==> src/rtl/cia402_seq_pkg.sv <==
`timescale 1ns / 1ps
`default_nettype none

package cia402_seq_pkg;

  localparam int POSITION_WIDTH = 32;
  localparam int DELAY_WIDTH    = 11;
  localparam int LIMIT_WIDTH    = 10;
  localparam int MODE_WIDTH     = 8;
  localparam int STEP_WIDTH     = 32;
  localparam int CFG_IDX_WIDTH  = 2;

  localparam logic [CFG_IDX_WIDTH-1:0] CFG_POSITION_STEP     = 2'd0;
  localparam logic [CFG_IDX_WIDTH-1:0] CFG_FAULT_RESET_LIMIT = 2'd1;
  localparam logic [CFG_IDX_WIDTH-1:0] CFG_OPERATION_MODE    = 2'd2;

  localparam logic [STEP_WIDTH-1:0]  STEP_RESET  = 32'd10;
  localparam logic [LIMIT_WIDTH-1:0] LIMIT_RESET = 10'd100;
  localparam logic [MODE_WIDTH-1:0]  MODE_RESET  = 8'd1;

  localparam logic [DELAY_WIDTH-1:0] DELAY_MAX = '1;

  localparam logic [15:0] CW_DISABLE      = 16'h0000;
  localparam logic [15:0] CW_FAULT_RESET  = 16'h0080;
  localparam logic [15:0] CW_SHUTDOWN     = 16'h0006;
  localparam logic [15:0] CW_SWITCH_ON    = 16'h0007;
  localparam logic [15:0] CW_ENABLE_OP    = 16'h000F;
  localparam logic [15:0] CW_NEW_SETPOINT = 16'h003F;

  localparam logic [15:0] SW_FAULT          = 16'h0008;
  localparam logic [15:0] SW_STATE_MASK     = 16'h006F;
  localparam logic [15:0] SW_READY          = 16'h0021;
  localparam logic [15:0] SW_SWITCHED_ON    = 16'h0023;
  localparam logic [15:0] SW_OP_ENABLED     = 16'h0027;
  localparam logic [15:0] SW_TARGET_REACHED = 16'h0400;

  typedef struct packed {
    logic        command_valid;
    logic [2:0]  phase_out;
    logic [7:0]  mode_out;
    logic [31:0] target_position;
    logic [15:0] control_word;
  } result_t;

endpackage

`default_nettype wire

==> src/rtl/cia402_enable_and_step_sequencer_unit.sv <==
`timescale 1ns / 1ps
`default_nettype none
// CiA402 enable-and-step sequencer, master side.
// Input stream (s_*): one beat per bus cycle with the drive's status word and
// actual position; tuser carries the stop action and the process-data flag.
// Output stream (m_*): one beat per input beat with control word, target
// position, mode of operation and the phase reached; tuser carries
// command_valid.
// Config port: cfg_we / cfg_index / cfg_data, to be written by the user only
// while idle; the block itself does not enforce it. The result beat is
// registered. Throughput: one beat per cycle while m_tready is high; the
// whole decision is a few masks, compares and one 32-bit add, combinational.
// Reset: phase fault reset, counters and targets cleared, config back to
// step 10, limit 100, mode 1, output stream empty.
// Stall: a one-beat skid register takes one more beat while m_tready is low;
// after that s_tready stays low until the next output beat is taken.
module cia402_enable_and_step_sequencer_unit (
  input  wire logic        clk,
  input  wire logic        rst,
  input  wire logic        s_tvalid,
  output logic             s_tready,
  // [15:0] status_word, [47:16] actual_position
  input  wire logic [47:0] s_tdata,
  // [0] action, [1] pdo_present
  input  wire logic [1:0]  s_tuser,
  output logic             m_tvalid,
  input  wire logic        m_tready,
  // [15:0] control_word, [47:16] target_position, [55:48] mode_out,
  // [58:56] phase_out, [63:59] zero
  output logic [63:0]      m_tdata,
  // [0] command_valid
  output logic [0:0]       m_tuser,
  input  wire logic        cfg_we,
  input  wire logic [cia402_seq_pkg::CFG_IDX_WIDTH-1:0] cfg_index,
  input  wire logic [31:0] cfg_data
);

  typedef enum logic [2:0] {
    PH_FAULT_RESET = 3'd0,
    PH_SHUTDOWN    = 3'd1,
    PH_SWITCH_ON   = 3'd2,
    PH_ENABLE      = 3'd3,
    PH_RUNNING     = 3'd4
  } phase_t;

  localparam int PW = cia402_seq_pkg::POSITION_WIDTH;
  localparam int DW = cia402_seq_pkg::DELAY_WIDTH;

  logic [cia402_seq_pkg::STEP_WIDTH-1:0]  position_step;
  logic [cia402_seq_pkg::LIMIT_WIDTH-1:0] fault_reset_limit;
  logic [cia402_seq_pkg::MODE_WIDTH-1:0]  operation_mode;

  phase_t          phase, phase_next;
  logic [DW-1:0]   phase_delay, phase_delay_next;
  logic [PW-1:0]   target_accum, target_accum_next;
  logic            setpoint_pending, setpoint_pending_next;
  logic [PW-1:0]   sent_target, sent_target_next;

  cia402_seq_pkg::result_t result_next, out_reg, skid_reg;
  logic out_valid, skid_valid;

  logic        action, pdo_present, accept;
  logic [15:0] status_word, status_state;
  logic signed [31:0] actual_position;
  logic [DW-1:0] delay_inc;
  logic [15:0]   cw;

  assign action          = s_tuser[0];
  assign pdo_present     = s_tuser[1];
  assign status_word     = s_tdata[15:0];
  assign actual_position = s_tdata[47:16];
  assign status_state    = status_word & cia402_seq_pkg::SW_STATE_MASK;
  assign delay_inc       = (phase_delay == cia402_seq_pkg::DELAY_MAX) ?
                           phase_delay : phase_delay + DW'(1);

  assign s_tready = !skid_valid;
  assign accept   = s_tvalid && s_tready;

  always_ff @(posedge clk) begin
    if (rst) begin
      position_step     <= cia402_seq_pkg::STEP_RESET;
      fault_reset_limit <= cia402_seq_pkg::LIMIT_RESET;
      operation_mode    <= cia402_seq_pkg::MODE_RESET;
    end else if (cfg_we) begin
      case (cfg_index)
        cia402_seq_pkg::CFG_POSITION_STEP:
          position_step <= cfg_data;
        cia402_seq_pkg::CFG_FAULT_RESET_LIMIT:
          fault_reset_limit <= cfg_data[cia402_seq_pkg::LIMIT_WIDTH-1:0];
        cia402_seq_pkg::CFG_OPERATION_MODE:
          operation_mode <= cfg_data[cia402_seq_pkg::MODE_WIDTH-1:0];
        default: ;
      endcase
    end
  end

  always_comb begin
    phase_next            = phase;
    phase_delay_next      = phase_delay;
    target_accum_next     = target_accum;
    setpoint_pending_next = setpoint_pending;
    sent_target_next      = sent_target;
    cw                    = cia402_seq_pkg::CW_DISABLE;

    if (action) begin
      phase_next            = PH_FAULT_RESET;
      phase_delay_next      = '0;
      setpoint_pending_next = 1'b0;
    end else if (pdo_present) begin
      case (phase)
        PH_SHUTDOWN: begin
          cw = cia402_seq_pkg::CW_SHUTDOWN;
          if (status_state == cia402_seq_pkg::SW_READY) begin
            phase_next        = PH_SWITCH_ON;
            phase_delay_next  = '0;
            target_accum_next = PW'(actual_position);
          end
        end
        PH_SWITCH_ON: begin
          cw               = cia402_seq_pkg::CW_SWITCH_ON;
          sent_target_next = target_accum;
          if (status_state == cia402_seq_pkg::SW_SWITCHED_ON) begin
            phase_next       = PH_ENABLE;
            phase_delay_next = '0;
          end
        end
        PH_ENABLE: begin
          cw               = cia402_seq_pkg::CW_ENABLE_OP;
          sent_target_next = target_accum;
          if (status_state == cia402_seq_pkg::SW_OP_ENABLED) begin
            phase_next            = PH_RUNNING;
            phase_delay_next      = '0;
            setpoint_pending_next = 1'b0;
          end
        end
        PH_RUNNING: begin
          if (!setpoint_pending) begin
            target_accum_next     = target_accum + PW'(signed'(position_step));
            sent_target_next      = target_accum_next;
            cw                    = cia402_seq_pkg::CW_NEW_SETPOINT;
            setpoint_pending_next = 1'b1;
          end else if ((status_word & cia402_seq_pkg::SW_TARGET_REACHED) != '0) begin
            cw                    = cia402_seq_pkg::CW_ENABLE_OP;
            setpoint_pending_next = 1'b0;
          end else begin
            cw = cia402_seq_pkg::CW_NEW_SETPOINT;
          end
        end
        default: begin
          // fault reset, also any stray phase code
          phase_next       = PH_FAULT_RESET;
          cw               = ((status_word & cia402_seq_pkg::SW_FAULT) != '0) ?
                             cia402_seq_pkg::CW_FAULT_RESET : cia402_seq_pkg::CW_DISABLE;
          phase_delay_next = delay_inc;
          if ((delay_inc > DW'(fault_reset_limit)) ||
              ((status_word & cia402_seq_pkg::SW_FAULT) == '0)) begin
            phase_next       = PH_SHUTDOWN;
            phase_delay_next = '0;
          end
        end
      endcase
    end

    result_next.command_valid   = pdo_present;
    result_next.control_word    = cw;
    result_next.target_position = 32'(sent_target_next);
    result_next.mode_out        = operation_mode;
    result_next.phase_out       = phase_next;
  end

  always_ff @(posedge clk) begin
    if (rst) begin
      phase            <= PH_FAULT_RESET;
      phase_delay      <= '0;
      target_accum     <= '0;
      setpoint_pending <= 1'b0;
      sent_target      <= '0;
      out_valid        <= 1'b0;
      skid_valid       <= 1'b0;
    end else begin
      if (accept) begin
        phase            <= phase_next;
        phase_delay      <= phase_delay_next;
        target_accum     <= target_accum_next;
        setpoint_pending <= setpoint_pending_next;
        sent_target      <= sent_target_next;
      end
      if (out_valid && m_tready) begin
        if (skid_valid) begin
          out_reg    <= skid_reg;
          skid_valid <= 1'b0;
        end else if (accept) begin
          out_reg <= result_next;
        end else begin
          out_valid <= 1'b0;
        end
      end else if (!out_valid) begin
        if (accept) begin
          out_reg   <= result_next;
          out_valid <= 1'b1;
        end
      end else if (accept) begin
        skid_reg   <= result_next;
        skid_valid <= 1'b1;
      end
    end
  end

  assign m_tvalid = out_valid;
  assign m_tdata  = {5'b0, out_reg.phase_out, out_reg.mode_out,
                     out_reg.target_position, out_reg.control_word};
  assign m_tuser  = out_reg.command_valid;

  a_skid_implies_out: assert property (@(posedge clk) disable iff (rst)
    skid_valid |-> out_valid)
    else $error("skid beat held without an output beat");

  a_pending_only_running: assert property (@(posedge clk) disable iff (rst)
    setpoint_pending |-> (phase == PH_RUNNING))
    else $error("setpoint pending outside running phase");

  a_delay_only_fault_reset: assert property (@(posedge clk) disable iff (rst)
    (phase_delay != '0) |-> (phase == PH_FAULT_RESET))
    else $error("phase delay counting outside fault reset");

  a_reset_empties: assert property (@(posedge clk)
    rst |=> (!out_valid && !skid_valid))
    else $error("output not empty after reset");

endmodule

`default_nettype wire

==> config.mk <==
export PLATFORM = sky130hd
export DESIGN_NAME = cia402_enable_and_step_sequencer_unit
export DESIGN_NICKNAME = d
export VERILOG_FILES = /design/src/rtl/cia402_seq_pkg.sv /design/src/rtl/cia402_enable_and_step_sequencer_unit.sv
export SDC_FILE = /design/constraint.sdc
export NUM_CORES = 1
export LEC_CHECK = 0
export BUFFER_PORTS_ARGS = -buffer_cell sky130_fd_sc_hd__buf_2
export CAP_MARGIN = 20
export CORE_MARGIN = 4
export CORE_UTILIZATION = 45
export DETAILED_ROUTE_END_ITERATION = 16
export PLACE_DENSITY_LB_ADDON = 0.05
export SLEW_MARGIN = 40
export SYNTH_ARGS = -nofsm -noshare
export SYNTH_HDL_FRONTEND = slang
export SYNTH_SLANG_ARGS = --single-unit
==> constraint.sdc <==
create_clock -name clk -period 10.7 [get_ports clk]
set_clock_uncertainty 0.05 [all_clocks]
set_input_delay 1.07 -clock clk [delete_from_list [all_inputs] [get_ports clk]]
set_output_delay 1.07 -clock clk [all_outputs]
set_load 0.05 [all_outputs]
==> run_results.csv <==
group,metric,value,unit
status,outcome,"finished, final reports clean",
sta,fin_crit_sh,36.2,%
die,die_h,173,um
sta,setup_tns,0,ns
cts,htree_levels,1,
power_and_ir_drop,power_density,156,mW/mm2
power_and_ir_drop,combPwrFrac,13.0,%
cts,cts_num_sinks,240,
detailed_routing,vias_per_cell,5.68,
detailed_routing,drt-initial-drc-count,819,
logic_synthesis,synth_edf_count,109,
cts,post_cts_buffers,0,
cells_and_area,fillers,2559,
die,start_util,45.6,%
sta,worstMarginPinSlew,0.794,ns
cts,cts_buffers,28,
critical_path,crit_path_frequent_cell,"o21a_1",
logic_synthesis,ys_types,76,
cts,path_clk_slew,0.06,ns
sta,fmax,0.258,GHz
power_and_ir_drop,power.share.sequential,47.3,%
hold_path,hold_path_class,"reg2reg",
critical_path,crit_type,"reg2reg",
cells_and_area,finalNetCount,1598,
critical_path,crit_arrival,4.26,ns
sta,final_hold_viol_count,0,
logic_synthesis,yosysSeqAreaShare,48.3,%
sta,period_minus_slack,3.87,ns
power_and_ir_drop,sw_frac_of_total,27.8,%
place,port_buffers,141,
global_route,grt_max_degree,77,
die,die_w,173,um
logic_synthesis,synth_area,0.0122,mm2
critical_path,cp.required,11.09,ns
detailed_routing,drt-total-wl,34300,um
power_and_ir_drop,ir_worst_vdd,0.109,mV
power_and_ir_drop,power.leakage,5.45,nW
global_route,track_usage,21.8,%
logic_synthesis,synth_warnings,0,
logic_synthesis,ys_async_sr_fraction,0,%
detailed_routing,ant_nets,0,
cells_and_area,multiInputGateArea,0.00583,mm2
detailed_routing,drc,0,
cts,cts_resized,0,
place,dp.cells,1776,
cts,postCtsHoldBufs,0,
place,place_area,0.0131,mm2
cells_and_area,stdcell_area,0.0140,mm2
cells_and_area,fin_cells,1829,
critical_path,timing.critical_path.max_delay_family,"compound AO/OA/AOI/OAI gates",
critical_path,path_buf_inv,1,
logic_synthesis,synth_ff_type,"dfxtp_1",
logic_synthesis,synthCells,1369,
critical_path,path_cells,"ha_1 > nand2_1 > nor2_1 > nand4_1 > mux2i_1 > inv_1 > ha_1 > nor2b_1 > o21a_1 > o21a_1 > o21a_1 > o21a_1 > o21ai_0 > a221o_1 > nand3b_1 > o41ai_1",
run,drv_cap,0,
detailed_routing,dr.pass1.iters,5,
critical_path,cp_slowest_cell,"dfxtp_1",
cts,clock_path_buffers,3,
die,num_io_pins,156,
cells_and_area,largest_register_ffs,59,
power_and_ir_drop,pwr-share-clk,39.6,%
sta,report.final.slew_viol_count,0,
logic_synthesis,syn_area_per_cell,8.92,um2
place,hpwl,23700,um
global_route,grt.overflow.total,0,
global_route,grt_antenna_before_repair,2,
global_route,grt_pass1_wl,53900,um
sta,rsz0062_at_grt,"no",
cells_and_area,areaGrowthSynthToFinish,14.6,%
global_route,grt_pass1_vias,9544,
cts,worstSkewPairLatency,0.54,ns
cells_and_area,seq_area,0.00590,mm2
cts,cts_tree,"built",
critical_path,critPathLaunchType,"flip-flop",
place,gp_congestion,0.916,
detailed_routing,avgRoutedWirePerCell,18.7,um
die,design.core.area,0.0268,mm2
cts,clock-root-buffer,"clkbuf_16",
cells_and_area,drive_above_1_share,14.7,%
detailed_routing,vias,10400,
logic_synthesis,synth_seq_cells,240,
critical_path,max_stage_delay,0.40,ns
power_and_ir_drop,intPower,0.00158,W
die,placementRows,60,
critical_path,crit_fanout,10,
power_and_ir_drop,power.switching,0.000607,W
critical_path,cp-end-kind,"flip-flop",
die,dieArea,0.0298,mm2
sta,setup_viol,0,
sta,slew_headroom,46.9,%
routing by layer:
metal	up-vias	share of wire, %	GRT usage [%]
met4	0	1.0	3.86
li1	5123	-	-
met2	308	42	31.9
met5	-	0	0
met1	4922	51	34.9
met3	28	6.1	2.86
power groups by stage:
stage / clock [W] / sequential [W] / combinational [W]
detailed placement: 0 / 0.00105 / 0.000283
global route: 0.000929 / 0.00104 / 0.000309
floorplan: 0 / 0.00112 / 0.000134
finish: 0.000866 / 0.00103 / 0.000285
CTS: 0.000890 / 0.00103 / 0.000284
global placement: 0 / 0.00105 / 0.000281
Yosys cell counts (7+ instances only):
cell	n	share of area (%)
o211ai_1	15	0.92
ha_1	42	4.3
xnor2_1	22	1.6
inv_1	41	1.3
nor3_1	32	1.3
edfxtp_1	109	27
nand3b_1	7	0.43
o21ai_1	14	0.57
a311oi_1	11	0.79
nor2b_1	11	0.56
a22oi_1	27	1.7
nor2_1	157	4.8
and2_1	15	0.77
o21ai_0	74	3.0
a21o_1	15	0.92
xor2_1	13	0.93
mux2i_1	12	0.98
o21bai_1	10	0.61
clkbuf_1	73	2.2
nand2_1	216	6.6
nand3_1	23	0.94
buf_1	8	0.25
o22ai_1	12	0.61
a211oi_1	18	1.1
nand4_1	10	0.51
dfxtp_1	131	21
o21a_1	11	0.68
a21oi_1	117	4.8
o31ai_1	17	1.0
a31oi_1	9	0.46
through the flow:
stage / hold WS (ns) / power (W) / util [%] / worst slack [ns]
CTS: 0.405 / 0.00221 / 52.1 / 6.81
finish: 0.402 / 0.00218 / 52.2 / 6.83
detailed placement: 0.398 / 0.00134 / 48.9 / 6.74
global placement: 0.392 / 0.00133 / 48.9 / 6.76
global route: 0.425 / 0.00228 / 52.2 / 6.44
floorplan: 0.381 / 0.00125 / - / 5.08
cells by family (layout without fill, tap and decap cells):
logic type,count (synthesis),in the layout,synth area share (%)
mux,12,12,0.984
buf+inv,134,248,4.39
simple gates,503,503,17.9
compound gates,401,401,21.5
xor+xnor,35,35,2.51
other cells,1,6,0.0307
fa+ha+maj,43,43,4.47
flops,240,240,48.3
layout make-up:
cell class / count / share of cell area [%]
Sequential cell: 240 / 42.2
Multi-Input combinational cell: 999 / 41.7
Timing Repair Buffer: 155 / 5.97
Clock buffer: 35 / 5.27
Tap cell: 341 / 3.05
Inverter: 42 / 1.13
Clock inverter: 16 / 0.707
Antenna cell: 1 / 0.0179
worst paths after layout:
check / end / cells past startpoint / slack, ns / startpoint
min reg2reg: fault_reset_limit[3] / 2 / 0.40 / fault_reset_limit[3]
min: fault_reset_limit[3] / 2 / 0.40 / fault_reset_limit[3]
max reg2reg: phase_delay[7] / 16 / 6.83 / phase_delay[0]
max: phase_delay[7] / 16 / 6.83 / phase_delay[0]
layout by cell type (no fill, tap or decap), types with 15 or more instances in the layout:
cell type / netlist / routed
xnor2_1: 22 / 22
clkbuf_16: 0 / 29
nand3_1: 23 / 23
buf_2: 5 / 140
nand2_1: 216 / 215
o211ai_1: 15 / 15
inv_1: 41 / 41
edfxtp_1: 109 / 109
a211oi_1: 18 / 18
o31ai_1: 17 / 17
dfxtp_1: 131 / 131
nor3_1: 32 / 31
a21oi_1: 117 / 117
a22oi_1: 27 / 27
a21o_1: 15 / 15
o21ai_0: 74 / 74
ha_1: 42 / 42
nor2_1: 157 / 156
worst min-delay path, stage by stage, from the launching register on:
cell and delay, ns:
dfxtp_1 0.30, nand2_1 0.05, a21oi_1 0.05
No activity file was read; power rests on OpenSTA's default activity.
